==> src/sv/pfc_pkg.sv <==
// ----------------------------------------------------------------------------
// pfc_pkg
// shared types, constants and helpers of the prime factor counter
// ----------------------------------------------------------------------------
`default_nettype none

package pfc_pkg;

	// result count field
	localparam int unsigned COUNT_W = 5;

	typedef logic [COUNT_W-1:0] count_t;

	localparam count_t COUNT_MAX = '1;

	// first odd trial divisor and the limit above which a leftover is prime
	localparam int unsigned FIRST_ODD   = 3;
	localparam int unsigned PRIME_FLOOR = 2;
	localparam int unsigned ODD_STEP    = 2;

	// sequencer state codes
	localparam int unsigned STATE_W = 3;

	typedef logic [STATE_W-1:0] state_t;

	localparam state_t S_IDLE  = 3'd0;
	localparam state_t S_TWO   = 3'd1;
	localparam state_t S_ISSUE = 3'd2;
	localparam state_t S_WAIT  = 3'd3;
	localparam state_t S_FIN   = 3'd4;

	// saturating increment of the count
	function automatic count_t sat_inc(input count_t c);
		count_t r;
		if (c == COUNT_MAX) begin
			r = c;
		end else begin
			r = c + count_t'(1);
		end
		return r;
	endfunction

endpackage

`default_nettype wire

==> src/sv/pfc_div.sv <==
// ----------------------------------------------------------------------------
// pfc_div
// restoring divider, one quotient bit per cycle
// ----------------------------------------------------------------------------
`default_nettype none

module pfc_div #(
	parameter int unsigned W = 32
) (
	input  wire logic         clk,
	input  wire logic         arst_n,
	input  wire logic         start,
	input  wire logic [W-1:0] dividend,
	input  wire logic [W-1:0] divisor,
	output logic              done,
	output logic [W-1:0]      quot,
	output logic [W-1:0]      rem
);

	localparam int unsigned STEP_W = $clog2(W);
	localparam logic [STEP_W-1:0] LAST_STEP = STEP_W'(W - 1);

	logic              busy_q;
	logic              done_q;
	logic [STEP_W-1:0] step_q;
	logic [W-1:0]      acc_q;
	logic [W-1:0]      quo_q;
	logic [W-1:0]      dsr_q;

	logic [W:0] trial;
	logic [W:0] diff;
	logic       fits;

	// shift in the next dividend bit and try the subtraction
	always_comb begin
		trial = {acc_q, quo_q[W-1]};
		diff  = trial - {1'b0, dsr_q};
		fits  = (trial >= {1'b0, dsr_q});
	end

	always_ff @(posedge clk or negedge arst_n) begin
		if (!arst_n) begin
			busy_q <= 1'b0;
			done_q <= 1'b0;
			step_q <= '0;
		end else if (start) begin
			busy_q <= 1'b1;
			done_q <= 1'b0;
			step_q <= '0;
		end else if (busy_q) begin
			if (step_q == LAST_STEP) begin
				busy_q <= 1'b0;
				done_q <= 1'b1;
			end
			step_q <= step_q + STEP_W'(1);
		end else begin
			done_q <= 1'b0;
		end
	end

	always_ff @(posedge clk) begin
		if (start) begin
			acc_q <= '0;
			quo_q <= dividend;
			dsr_q <= divisor;
		end else if (busy_q) begin
			acc_q <= fits ? diff[W-1:0] : trial[W-1:0];
			quo_q <= {quo_q[W-2:0], fits};
		end
	end

	assign done = done_q;
	assign quot = quo_q;
	assign rem  = acc_q;

endmodule

`default_nettype wire

==> src/sv/prime_factor_count.sv <==
// ----------------------------------------------------------------------------
// prime_factor_count
// counts the prime factors of an unsigned integer, with multiplicity,
// by trial division on one shared bit-serial divider
// ----------------------------------------------------------------------------
//
//  channel  signals                              direction
//  in       in_valid, in_stall, value            item in, stall driven here
//  out      out_valid, out_stall, factor_count,  item out, stall driven
//           zero_input                           by the receiver
//
//  one item at a time: in_stall is high from acceptance until the result
//  has been written to the output register. factors of two are stripped at
//  one per cycle; every trial division then runs in the shared divider,
//  so a 32-bit prime near the top of the range needs about 32k divisions,
//  while typical inputs finish far sooner. a zero input goes straight to
//  the final state, which writes it to the output register once the
//  output is free. reset clears the sequencer and the output valid; no
//  clearing pass. a held output does not block a new item: only the final
//  write waits.
// ----------------------------------------------------------------------------
`default_nettype none

module prime_factor_count #(
	parameter int unsigned VALUE_WIDTH = 32
) (
	input  wire logic                   clk,
	input  wire logic                   arst_n,
	input  wire logic                   in_valid,
	output logic                        in_stall,
	input  wire logic [VALUE_WIDTH-1:0] value,
	output logic                        out_valid,
	input  wire logic                   out_stall,
	output pfc_pkg::count_t             factor_count,
	output logic                        zero_input
);

	localparam int unsigned W = VALUE_WIDTH;

	// sequencer control
	pfc_pkg::state_t state_q, state_d;
	logic            bound_q, bound_d;     // next division also tests d*d <= rest
	logic            out_valid_q, out_valid_d;

	// working values
	logic [W-1:0]    rest_q, rest_d;       // value left to factor
	logic [W-1:0]    div_q, div_d;         // current odd trial divisor
	pfc_pkg::count_t cnt_q, cnt_d;         // saturating factor count
	logic            zero_q, zero_d;

	// output register
	pfc_pkg::count_t res_cnt_q;
	logic            res_zero_q;
	logic            res_load;

	// shared divider
	logic         div_start;
	logic         div_done;
	logic [W-1:0] div_quot;
	logic [W-1:0] div_rem;

	logic accept;
	logic out_free;

	assign accept    = in_valid && !in_stall;
	assign out_free  = !out_valid_q || !out_stall;
	assign div_start = (state_q == pfc_pkg::S_ISSUE);

	pfc_div #(
		.W(W)
	) u_div (
		.clk     (clk),
		.arst_n  (arst_n),
		.start   (div_start),
		.dividend(rest_q),
		.divisor (div_q),
		.done    (div_done),
		.quot    (div_quot),
		.rem     (div_rem)
	);

	// sequencer: strip twos, then odd divisors while d <= rest / d
	always_comb begin
		state_d     = state_q;
		bound_d     = bound_q;
		rest_d      = rest_q;
		div_d       = div_q;
		cnt_d       = cnt_q;
		zero_d      = zero_q;
		res_load    = 1'b0;
		out_valid_d = out_valid_q;

		// the receiver takes the held item
		if (out_valid_q && !out_stall) begin
			out_valid_d = 1'b0;
		end

		unique case (state_q)
			pfc_pkg::S_IDLE: begin
				if (accept) begin
					rest_d = value;
					cnt_d  = '0;
					zero_d = (value == '0);
					// zero has no factorization: answer at once
					state_d = (value == '0) ? pfc_pkg::S_FIN : pfc_pkg::S_TWO;
				end
			end
			pfc_pkg::S_TWO: begin
				if (!rest_q[0]) begin
					cnt_d  = pfc_pkg::sat_inc(cnt_q);
					rest_d = rest_q >> 1;
				end else begin
					div_d   = W'(pfc_pkg::FIRST_ODD);
					bound_d = 1'b1;
					state_d = pfc_pkg::S_ISSUE;
				end
			end
			pfc_pkg::S_ISSUE: begin
				state_d = pfc_pkg::S_WAIT;
			end
			pfc_pkg::S_WAIT: begin
				if (div_done) begin
					if (bound_q && (div_q > div_quot)) begin
						// divisor passed the square root: leftover above two is prime
						if (rest_q > W'(pfc_pkg::PRIME_FLOOR)) begin
							cnt_d = pfc_pkg::sat_inc(cnt_q);
						end
						state_d = pfc_pkg::S_FIN;
					end else if (div_rem == '0) begin
						// divisor divides: count it and try the same divisor again
						cnt_d   = pfc_pkg::sat_inc(cnt_q);
						rest_d  = div_quot;
						bound_d = 1'b0;
						state_d = pfc_pkg::S_ISSUE;
					end else begin
						div_d   = div_q + W'(pfc_pkg::ODD_STEP);
						bound_d = 1'b1;
						state_d = pfc_pkg::S_ISSUE;
					end
				end
			end
			pfc_pkg::S_FIN: begin
				if (out_free) begin
					res_load    = 1'b1;
					out_valid_d = 1'b1;
					state_d     = pfc_pkg::S_IDLE;
				end
			end
			default: begin
				state_d = pfc_pkg::S_IDLE;
			end
		endcase
	end

	always_ff @(posedge clk or negedge arst_n) begin
		if (!arst_n) begin
			state_q     <= pfc_pkg::S_IDLE;
			bound_q     <= 1'b0;
			out_valid_q <= 1'b0;
		end else begin
			state_q     <= state_d;
			bound_q     <= bound_d;
			out_valid_q <= out_valid_d;
		end
	end

	always_ff @(posedge clk) begin
		rest_q <= rest_d;
		div_q  <= div_d;
		cnt_q  <= cnt_d;
		zero_q <= zero_d;
		if (res_load) begin
			res_cnt_q  <= cnt_q;
			res_zero_q <= zero_q;
		end
	end

	assign in_stall     = (state_q != pfc_pkg::S_IDLE);
	assign out_valid    = out_valid_q;
	assign factor_count = res_cnt_q;
	assign zero_input   = res_zero_q;

`ifndef SYNTH

	// an accepted item keeps the block busy in the following cycle
	a_busy_after_accept: assert property (@(posedge clk) disable iff (!arst_n)
		in_valid && !in_stall |=> in_stall)
		else $error("input not stalled after accepting an item");

	// the divider only finishes while the sequencer waits for it
	a_div_done_waited: assert property (@(posedge clk) disable iff (!arst_n)
		div_done |-> state_q == pfc_pkg::S_WAIT)
		else $error("divider finished outside the wait state");

	// a new result only appears out of the final state
	a_out_from_fin: assert property (@(posedge clk) disable iff (!arst_n)
		$rose(out_valid) |-> $past(state_q) == pfc_pkg::S_FIN)
		else $error("result appeared without finishing an item");

	// a zero input never reports factors
	a_zero_no_count: assert property (@(posedge clk) disable iff (!arst_n)
		out_valid && zero_input |-> factor_count == '0)
		else $error("zero input reported a nonzero count");

`endif

endmodule

`default_nettype wire

==> config.mk <==
export PLATFORM = sky130hd
export DESIGN_NAME = prime_factor_count
export DESIGN_NICKNAME = d
export VERILOG_FILES = /design/src/sv/pfc_pkg.sv /design/src/sv/pfc_div.sv /design/src/sv/prime_factor_count.sv
export SDC_FILE = /design/constraint.sdc
export NUM_CORES = 1
export LEC_CHECK = 0
export ABC_AREA = 1
export BUFFER_PORTS_ARGS = -buffer_cell sky130_fd_sc_hd__buf_2
export CORE_MARGIN = 1.5
export CORE_UTILIZATION = 64
export CTS_CLUSTER_DIAMETER = 50
export DETAILED_ROUTE_END_ITERATION = 7
export MAX_ROUTING_LAYER = met4
export PLACE_DENSITY = 0.82
export SLEW_MARGIN = 10
export SYNTH_ARGS = -nofsm -noshare
export SYNTH_HDL_FRONTEND = slang
export SYNTH_SLANG_ARGS = --single-unit
==> constraint.sdc <==
create_clock -name clk -period 4.27 [get_ports clk]
set_input_delay 0 -clock clk [delete_from_list [all_inputs] [get_ports clk]]
set_output_delay 0 -clock clk [all_outputs]
set_load 0.03 [all_outputs]
Word level (Yosys, flattened, before mapping)
Index checks and enable logic that the tools add are counted.
W data, S select, Z words.
- $add $sub $neg: 4
- order comparisons: 3
- equality and inequality tests: 17
- multiplexer cells: 47
- reduce and logical (&&, ||, !) cells: 21
- operators by type and width (cell ; number):
    $mux W32 ; 12
    $pmux W32 S3 ; 1
    $logic_not A32 Y1 ; 2
    $pmux W32 S2 ; 1
    $mux W5 ; 9
    $ge A33 B32 Y1 ; 1
    $add A32 B2 Y32 const B ; 1
    $gt A32 B2 Y1 const B ; 1
    $gt A32 B32 Y1 ; 1
    $sub A32 B32 Y32 ; 1
    $mux W3 ; 6
    $mux W1 ; 15
    $pmux W3 S5 ; 1
    $pmux W5 S3 ; 1
    $ne A2 B2 Y1 const B ; 7
    $reduce_and A6 Y1 ; 2
    $add A5 B1 Y5 const B ; 2
    $eq A5 B5 Y1 const B ; 2
    $reduce_and A5 Y1 ; 2
    $ne A3 B3 Y1 const B ; 3
    $reduce_and A4 Y1 ; 2
    $eq A3 B2 Y1 const B ; 2
    $reduce_bool A3 Y1 ; 2
    $reduce_bool A2 Y1 ; 2
    9 further kinds ; 13
- flip-flop bits (word level): 184
- bits of input ports: 36
- output and inout port bits: 8
- logic and storage cells: 108

Logic depth before layout (Yosys ltp)
- depth after elaboration: 6
- gate-level depth with buffers: 16
- mapped depth without buffers: 16

Modules after synthesis
A second synthesis with hierarchy kept.
- cell total of the unflattened synthesis: 1656
- area total of the unflattened synthesis: 12265.5 µm²
- modules (own cells, without submodules) (module ; times used ; cells an instance ; area an instance (µm²) ; sequential area each (µm²)):
    pfc_div ; 1 ; 988 ; 6830.3 ; 2737.6
    prime_factor_count ; 1 ; 668 ; 5435.2 ; 2377.3

Least setup slack after synthesis
OpenSTA, ideal clock, no wires.
- path type: register -> register
- from: register div_q[15]
- to: register rest_q[10] (enable)
- library setup time: 391 ps
- arrival time: 2319 ps
- data required time: 3879 ps
- slack: 1560 ps
- stages on the path, launching flop included: 11
- path buffers: 0
- clock period less this slack: 2710 ps
- cell sequence: edfxtp_1 ha_1 nand2_1 nor2_1 inv_1 nor2_1 inv_1 nor2_1 a21boi_0 nand3_1 and3_1
- cells in the longest elaborated chain, start to end: 4
- ends and longest elaborated chain (what ; line ; text):
    start, declared ; prime_factor_count.sv:47 ; logic [W-1:0] div_q, div_d;
    start signal, assigned ; prime_factor_count.sv:169 ; div_q <= div_d;
    $gt A32 B32 Y1 ; prime_factor_count.sv:123 ; if (bound_q && (div_q > div_quot)) begin
    $logic_and A1 B1 Y1 ; prime_factor_count.sv:123 ;
    $ne A2 B2 Y1 (no source line) ; - ;
    $reduce_and A6 Y1 (no source line) ; - ;
    end signal, assigned ; prime_factor_count.sv:168 ; rest_q <= rest_d;
    end, declared ; prime_factor_count.sv:46 ; logic [W-1:0] rest_q, rest_d;
Every way passes these cells.
A chain may end at the register's enable or synchronous reset.

Final worst setup path
- from: register div_q[15]
- to: register div_q[7] (enable)
- cells in the longest elaborated chain, start to end: 4
- ends and longest elaborated chain (what ; line):
    $gt A32 B32 Y1 ; prime_factor_count.sv:123
    $logic_and A1 B1 Y1 ; prime_factor_count.sv:123
    $ne A2 B2 Y1 (no source line) ; -
    $reduce_and A5 Y1 (no source line) ; -
Every way passes these cells.

==> summary.md <==
| Metric | Value |
|---|---|
| Area Growth Syn to Fin | 11.4% |
| First-pass GRT wire length | 50.3 mm |
| Yosys top cell by area | edfxtp_1 |
| Ys async rst share | 6.59% |
| Wire per inst | 15.9 um |
| FILL cells | 1,340 |
| Library cells used by synthesis | 49 |
| Mapped cell area | 11,900 sq um |
| Number of diodes | 0 |
| Main combinational cell family by area after synthesis | simple AND/OR/NAND/NOR gates |
| Top post-synthesis cells by area | edfxtp_1 35%, nand2_1 17%, inv_1 9.0% |
| CTS root buf | clkbuf_16 |
| Clock sinks | 182 |
| Die Height | 139 um |
| Slew Limit Fails | 0 |
| Final period util | 68.6% |
| Hold Startpoint | out_stall |
| Worst VDD drop | 0.000310 V |
| Gpl congestion | 0.997 |
| Detailed Route WL | 30.4 mm |
| Status | finished, final reports clean |
| Static Leak | 0.00649 uW |
| Worst hold path class | input port to register |
| Total grt overflow | 0 |
| Post-Syn Instances | 1,601 |
| Fin cells | 1,913 |
| First drt pass iteration count | 6 |
| Fmax | 0.341 GHz |
| CTS Buffer Depth | 2 |
| Hold Vio Cnt, Final | 0 |
| Cells after DPL | 1,845 |
| Setup crit end kind | register |
| Xor/xnor cell area share of the yosys netlist | 1.40% |
| Ys Warns | 0 |
| H-tree lvl count | 4 |
| Inserted Clock Buffers | 17 |
| Register bit count reported by yosys | 182 |
| Mapped Nets | 1,705 |
| Max cap viols | 0 |
| CP Launch Point | div_q[15] |
| Total GRT Usage | 33.6% |
| Synth Area in Compound Gates | 7.33% |
| Crit-path cells | ha_1, nand2_1, nor2_1, inv_1, nor2_1, inv_1, nor2_1, a21boi_0, nand3_1, nand4_1, inv_1, buf_4 |
| Number of synthesized flops with an enable pin | 138 |
| Mux share of post-synthesis cell area | 0% |
| Core ar. | 18,100 sq um |
| Buffers & Inverters on Critical Path | 4 |
| Worst-margin pin slew | 0.960 ns |
| DRC | 0 |
| DP HPWL | 21.4 mm |
| CP Data Arrival Time | 3.03 ns |
| TritonCTS clock tree | yes |
| CP Max Fanout | 31 |
| CTS Hold Bufs | 36 |
| DR vias | 10,800 |
| Ports | 44 |
| Skew-Pair Late Insertion Delay | 0.45 ns |
| Full die area | 19,500 sq um |
| Nets | 1,775 |
| Simple-gate share of the synthesized area | 30.8% |
| Post-route ant nets | 0 |
| FP Rows | 49 |
| Setup Viol. Count Final | 0 |
| Initial Util | 65.9% |
| Largest net degree at the start of global routing | 94 |
| Total Power | 3550 uW |
| Max_slew headroom | 36.0% |
| Main flop type after synthesis | edfxtp_1 |
| CP startpoint kind | register |
| Post-CTS resize count | 0 |
| Initial antenna violation count | 0 |
| RSZ-0062 raised after global routing | no |
| Sum Neg Setup Slack | 0 ns |
| Vias in the first global route | 10,400 |
| Average size of a mapped cell | 7.45 sq um |
| Critical path's top delay family | simple AND/OR/NAND/NOR gates |
| Post-CTS setup buffers | 0 |
| Pwr per Cell Area | 267 nW/um^2 |
| Setup Skew | 0.0129 ns |
| CP required | 4.37 ns |
| Synth Area in Adders | 7.20% |
| Clk slew on worst S/H paths | 0.08 ns |
| Fin crit period | 2.93 ns |
| Crit Path Category | register to register |
| DRT iter0 DRCs | 967 |
| Cell with the largest stage delay on the worst path | edfxtp_1 |
| CP max stage delay | 0.48 ns |
| Area fraction of the dominant cell type after synthesis | 34.8% |
| Vias per inst | 5.64 |
| Die Wd | 139 um |
| Reg2Reg Launch Point | div_q[15] |
| Share of layout cells above drive strength 1 | 6.89% |
| IO buf count | 43 |
| Post-synthesis sequential area ratio | 42.7% |
[registers in the layout, indices dropped and copies added, names as in the netlist]
| register | flops |
|---|---|
| state_q | 3 |
| u_div.step_q | 5 |
| u_div.dsr_q | 31 |
| rest_q | 32 |
| u_div.done | 1 |
| zero_q | 1 |
| div_q | 31 |
| out_valid | 1 |
| cnt_q | 5 |
| u_div.rem | 32 |
| u_div.quot | 32 |
| factor_count | 5 |
| u_div.busy_q | 1 |
| bound_q | 1 |
| zero_input | 1 |
[per-layer routing]
layer / vias up / routed length (um) / track usage, %
met4: 0 / 1250 / 16.1
li1: 5309 / - / -
met2: 479 / 14500 / 54.9
met3: 92 / 1970 / 4.68
met5: - / 0 / -
met1: 4902 / 12700 / 41.4
[cells in the mapped netlist, drive strengths merged (26+ instances only)]
cell / instances
ha: 67
a22oi: 30
nor2: 96
a21oi: 49
nand2: 555
inv: 294
nor4: 27
o21ai: 55
edfxtp: 138
nor3: 26
nand3: 101
dfxtp: 32
[per-stage QoR]
| step | setup WS (ns) | util [%] | instance area [sq um] | hold slack (ns) |
|---|---|---|---|---|
| 2_1_floorplan | 1.56 | - | 11900 | -0.296 |
| 3_3_place_gp | 1.53 | 68.1 | 12300 | -0.114 |
| 3_5_place_dp | 1.45 | 68.1 | 12300 | -0.114 |
| 4_1_cts | 1.35 | 73.4 | 13300 | 0.329 |
| 5_1_grt | 1.10 | 73.4 | 13300 | 0.377 |
| 6_report | 1.34 | 73.4 | 13300 | 0.340 |
[power by group]
group          internal, uW  total [uW]      switching [uW]
Combinational          33.9        52.2                18.3
Clock                   840        1620                 780
Sequential             1880        1880  0.0000000000000314
Total                  2750        3550                 799
[worst register-to-register path, stage by stage (launching register included)]
cell      delay [ns]
edfxtp_1        0.48
ha_1            0.35
nand2_1         0.07
nor2_1          0.16
inv_1           0.06
nor2_1          0.17
inv_1           0.07
nor2_1          0.22
a21boi_0        0.19
nand3_1         0.20
nand4_1         0.14
inv_1           0.07
buf_4           0.36
[placed cells by master, fill, tap and decap left out, types with 30 or more instances in the layout]
| cell type | count |
|---|---|
| nand2_1 | 548 |
| inv_1 | 286 |
| edfxtp_1 | 138 |
| nand3_1 | 99 |
| nor2_1 | 89 |
| ha_1 | 67 |
| o21ai_0 | 54 |
| a21oi_1 | 49 |
| buf_2 | 43 |
| dlygate4sd3_1 | 36 |
| dfxtp_1 | 32 |
| a22oi_1 | 30 |
[worst paths after layout]
kind	to	slack [ns]	cells after the start
worst max-delay path	div_q[7]	1.34	12
worst min-delay path	out_valid	0.34	4
worst max register to register	div_q[7]	1.34	12
worst min register to register	zero_input	0.43	0
max in group asynchronous	u_div.step_q[4]	3.32	3
min in group asynchronous	u_div.step_q[2]	0.59	3
[layout make-up]
cell class / count / area [sq um] / share of cell area [%]
Multi-Input combinational cell: 1091 / 5570 / 42.0
Sequential cell: 182 / 5080 / 38.3
Inverter: 294 / 1100 / 8.31
Timing Repair Buffer: 85 / 621 / 4.68
Clock buffer: 18 / 429 / 3.23
Tap cell: 229 / 287 / 2.16
Clock inverter: 14 / 175 / 1.32
[cell families (layout without fill, tap and decap cells)]
kind of cell | Yosys count | after routing
adder cells (fa/ha/maj) | 68 | 68
XOR/XNOR | 19 | 19
flip-flops | 182 | 182
AND/OR/NAND/NOR | 854 | 854
buffers and inverters | 328 | 411
AO/OA/AOI/OAI | 150 | 150
No activity file was read; power rests on OpenSTA's default activity.
